<file path="src/hw/rtl/ewt_ram.sv">
`default_nettype none
module ewt_ram #(
  parameter int WIDTH = 8,
  parameter int DEPTH = 64
) (
  input  wire logic                     clk,
  input  wire logic                     we,
  input  wire logic [$clog2(DEPTH)-1:0] waddr,
  input  wire logic [WIDTH-1:0]         wdata,
  input  wire logic [$clog2(DEPTH)-1:0] raddr,
  output logic      [WIDTH-1:0]         rdata
);
  logic [WIDTH-1:0] mem [DEPTH];

  always_ff @(posedge clk) begin
    if (we) begin
      mem[waddr] <= wdata;
    end
    rdata <= mem[raddr];
  end
endmodule
`default_nettype wire

</file>
<file path="config.mk">
export PLATFORM = sky130hd
export DESIGN_NAME = ewt_ram
export DESIGN_NICKNAME = d
export VERILOG_FILES = /design/src/hw/rtl/ewt_ram.sv
export SDC_FILE = /design/constraint.sdc
export NUM_CORES = 1
export LEC_CHECK = 0
export CELL_PAD_IN_SITES_DETAIL_PLACEMENT = 1
export CELL_PAD_IN_SITES_GLOBAL_PLACEMENT = 2
export CORE_MARGIN = 2
export CORE_UTILIZATION = 40
export CTS_CLUSTER_SIZE = 8
export DETAILED_ROUTE_END_ITERATION = 10
export DONT_BUFFER_PORTS = 1
export PLACE_DENSITY = 0.7
export SKIP_CTS_REPAIR_TIMING = 1
export SLEW_MARGIN = 20
export SYNTH_ARGS = -nofsm -noshare
export SYNTH_HDL_FRONTEND = slang
export SYNTH_SLANG_ARGS = --single-unit
</file>
<file path="constraint.sdc">
create_clock -name clk -period 2 [get_ports clk]
set_input_delay 0.4 -clock clk [delete_from_list [all_inputs] [get_ports clk]]
set_output_delay 0.4 -clock clk [all_outputs]
set_load 0.05 [all_outputs]
</file>
Yosys cells after proc, flatten, opt, wreduce, memory -nomap -nowiden
Memories as Yosys holds them, arrays and structs flattened. A register that Yosys moved wholly into a read port is not among the register bits.
Cells that the tools add are included.
{"block": "word_totals", "ff_bits": 0, "latch_bits": 0, "ram_bits": 512, "rom_bits": 0, "inputBits": 22, "wordCells": 3, "n_memories": 1}
{"memory": "mem", "words": 64, "word_bits": 8, "rd": 1, "rd_clocked_by_memory_dff": 1, "write_ports": 1, "line": "13", "rtl": "logic [WIDTH-1:0] mem [DEPTH];"}
{"block": "classes", "n_addsub": 0, "multipliers": 0, "div_mod_pow": 0, "magnitude_cmp": 0, "eq_ne": 0, "shift": 0, "n_mux": 2, "bitwise_logic": 0, "reduce_logical": 0}
{"operator": "2-to-1 mux 1 bit", "count": 2}

Logic depth before layout (Yosys ltp)
{"block": "logic_depth", "word_depth": 2, "depth_mapped": 9, "mapped_depth_nobuf": 5}

Worst setup path after synthesis
OpenSTA, ideal clock, no wires.
{"block": "synth_timing", "path_type": "input to register", "from": "input port raddr[1]", "to": "register rdata[3] (read register of mem)", "arrival_ps": 1940, "required_time_ps": 1872, "slack_ps": -68, "path_stages": 7, "path_buffers": 3, "cell_sequence": "buf_4 -> buf_2 -> buf_2 -> mux4_2 -> mux4_2 -> o21ai_1 -> o41ai_1"}
{"element": "start, declared", "line": "10", "rtl": "input wire logic [$clog2(DEPTH)-1:0] raddr,"}
{"element": "end, declared", "line": "11", "rtl": "output logic [WIDTH-1:0] rdata"}

==> metrics.md <==
| Metric | Value |
|---|---|
| Syn Inst Count | `940` |
| Internal power component | `19.6 mW` |
| Status | `complete, no violations` |
| Slew Viols, Final | `0` |
| Wire length on met3 | `2.71 mm` |
| FF+latch count, synth | `520` |
| Cell area after layout | `23,800 µm²` |
| Psw | `4.87 mW` |
| First-pass GRT wire length | `72.7 mm` |
| GR Overflow Total | `0` |
| Clock sinks | `520` |
| RSZ-0062 raised after global routing | `no` |
| Final hold viol count | `0` |
| Critical path fanouts, max | `1` |
| Commonest non-fill, non-tap cell in the layout | `edfxtp_1` |
| IR drop worst, VDD | `0.000554 V` |
| HPWL after DPL | `27.8 mm` |
| Clk pwr share | `46.6%` |
| Final Cycle Share | `96.8%` |
| Nature of the critical path startpoint | `flip-flop` |
| Total wire length | `48.8 mm` |
| Met1 WL | `20.5 mm` |
| Number of CTS-inserted buffers | `74` |
| DR DRC count | `0` |
| Synthesized net count | `962` |
| Crit end category | `flip-flop` |
| Starting Density | `40.4%` |
| WHS | `0.00677 ns` |
| Worst Hold Class | `in -> reg` |
| Async SR Flop Fraction | `0%` |
| Sw Ratio | `19.9%` |
| Die ar. | `52,200 µm²` |
| Final worst path period need | `1.94 ns` |
| Post-synth top flop | `edfxtp_1` |
| GPL Wtd Cong | `0.725` |
| Max-Cap Viols | `0` |
| Diode count | `0` |
| DR vias | `9,863` |
| Vias/cell | `5.53` |
| Mapped Area | `20,200 µm²` |
| Max transition margin | `54.7%` |
| WL/cell | `27.4 µm` |
| Largest cells by area after synthesis | `edfxtp_1 (76%), mux4_2 (14%), nor2_1 (1.5%)` |
| Initial DRC count | `795` |
| Reg power frac | `49.7%` |
| Drt pass-1 iters | `6` |
| Total Power | `24.5 mW` |
| Crit path DAT | `2.38 ns` |
| Total track usage | `19.1%` |
| Cell type with the highest aggregate area in the netlist | `edfxtp_1` |
| Final net count | `1,096` |
| Commonest non-fill, non-tap cells in the layout | `edfxtp_1 (512), mux4_2 (126), buf_4 (100), nor2_1 (82), clkbuf_16 (79)` |
| Clk_lat worst skew | `0.59 ns` |
| Placed cells | `1,661` |
| Root Driver | `clkbuf_16` |
| WP data required | `2.44 ns` |
| Top Layer Used | `met4` |
| Synth top area share | `76.2%` |
| Initial antenna violation count | `0` |
| Sequential-to-total area share from yosys stat | `77.0%` |
| # IOs | `30` |
| Final instance count without filler cells | `1,784` |
| Pin count of the biggest net entering global routing | `138` |
| Clock skew | `0.0167 ns` |
| Comb power frac | `3.7%` |
| CTS Buffer Depth | `3` |
| Final setup TNS | `0 ns` |
| Post-synth EDFFs | `512` |
| CTS tree | `done` |
| Detail Route Antenna Nets | `0` |
| Synth Area per Inst | `21.5 µm²` |
| Chip Width | `229 µm` |
| Critical path class | `reg -> reg` |
| Power density cells | `1030 nW/µm²` |
| FMAX | `516 MHz` |
| I/O Buffers | `0` |
| Layout cell share with drive strength beyond 1 | `29.9%` |
| Met2 Wirelength | `24.5 mm` |
| Clock Pin Slew Worst Setup and Hold Paths | `0.05 ns` |
| FP Rows | `82` |
| CTS H-tree lvls | `3` |
| Netlist cell types | `40` |
| Leakage | `7.61 nW` |
| Number of global-route vias before repair | `10,600` |
| Worst-Margin Slew | `0.679 ns` |
| Layout area overhead | `18.0%` |
| Post-place instance area | `21,400 µm²` |
| Die height | `229 µm` |
| Core Area | `50,000 µm²` |
| Yosys warns | `0` |
| Final Setup Violations | `0` |
==> flip-flops by register name, summed over array words and instances, names as in the netlist <==
| signal | flops |
|---|---|
| rdata | 8 |
| mem | 512 |
==> cells in the mapped netlist (all sizes together) (2+ instances only) <==
cell and n:
edfxtp 512, mux4 126, nor2 83, buf 34
mux2i 23, nand2 19, clkbuf 17, nor2b 14
mux2 13, nand3 13, dfxtp 8, o221ai 8
o22ai 8, nand2b 7, nor3 7, a221oi 6
a211oi 4, o21ai 4, a21oi 3, a22oi 3
nand3b 3, o2111ai 3, o2bb2ai 3, a2111oi 2
nand4 2, nor4 2, o21a 2, o221a 2
o32ai 2, o41ai 2
==> final cells by class <==
| cell class | instances | area [µm²] |
|---|---|---|
| Fill cell | 4498 | 26200 |
| Clock inverter | 1 | 8.76 |
| Timing Repair Buffer | 109 | 981 |
| Sequential cell | 520 | 15500 |
| Clock buffer | 113 | 2100 |
| Tap cell | 672 | 841 |
| Multi-Input combinational cell | 369 | 4330 |
==> path summary, 6_finish.rpt <==
path                                  from  endpoint  slack (ns)  cells after the start
worst max-delay path            mem[50][5]  rdata[5]        0.06                      4
worst min-delay path              raddr[5]  rdata[6]       0.007                      2
worst min register to register  mem[22][0]  rdata[0]        0.83                      4
worst max register to register  mem[50][5]  rdata[5]        0.06                      4
==> stage by stage <==
stage	setup slack [ns]	util [%]
3_5_place_dp	-0.427	42.9
4_1_cts	-0.227	47.1
3_3_place_gp	-0.312	42.9
5_1_grt	0.0278	47.6
6_report	0.0636	47.6
2_1_floorplan	0.00871	-
==> metal layers <==
layer | track usage (%) | up-vias
li1 | - | 4194
met1 | 25.6 | 5329
met2 | 31.0 | 274
met3 | 3.83 | 66
met4 | 7.03 | 0
met5 | 0 | -
==> worst max-delay path, cell delays in order, from the launching register on <==
cell	delay (ns)
edfxtp_1	0.37
mux4_2	0.51
mux4_2	0.51
o21ai_1	0.27
o41ai_1	0.13
==> kinds of logic after synthesis <==
group,Yosys count,synth area share [%]
compound gates,54,2.07
simple gates,153,3.39
buf+inv,51,1.57
mux,162,15.9
flops,520,77.0
==> power groups by stage <==
stage	Combinational [mW]	Clock [mW]	Sequential, mW
final	0.902	11.4	12.2
after global routing	0.964	12.1	12.2
after CTS	0.686	11.7	12.2
after detailed placement	0.680	0	12.4
after global placement	0.672	0	12.4
after floorplan	0.645	0	12.4
Note: power is estimated with default switching activity, not from simulation.
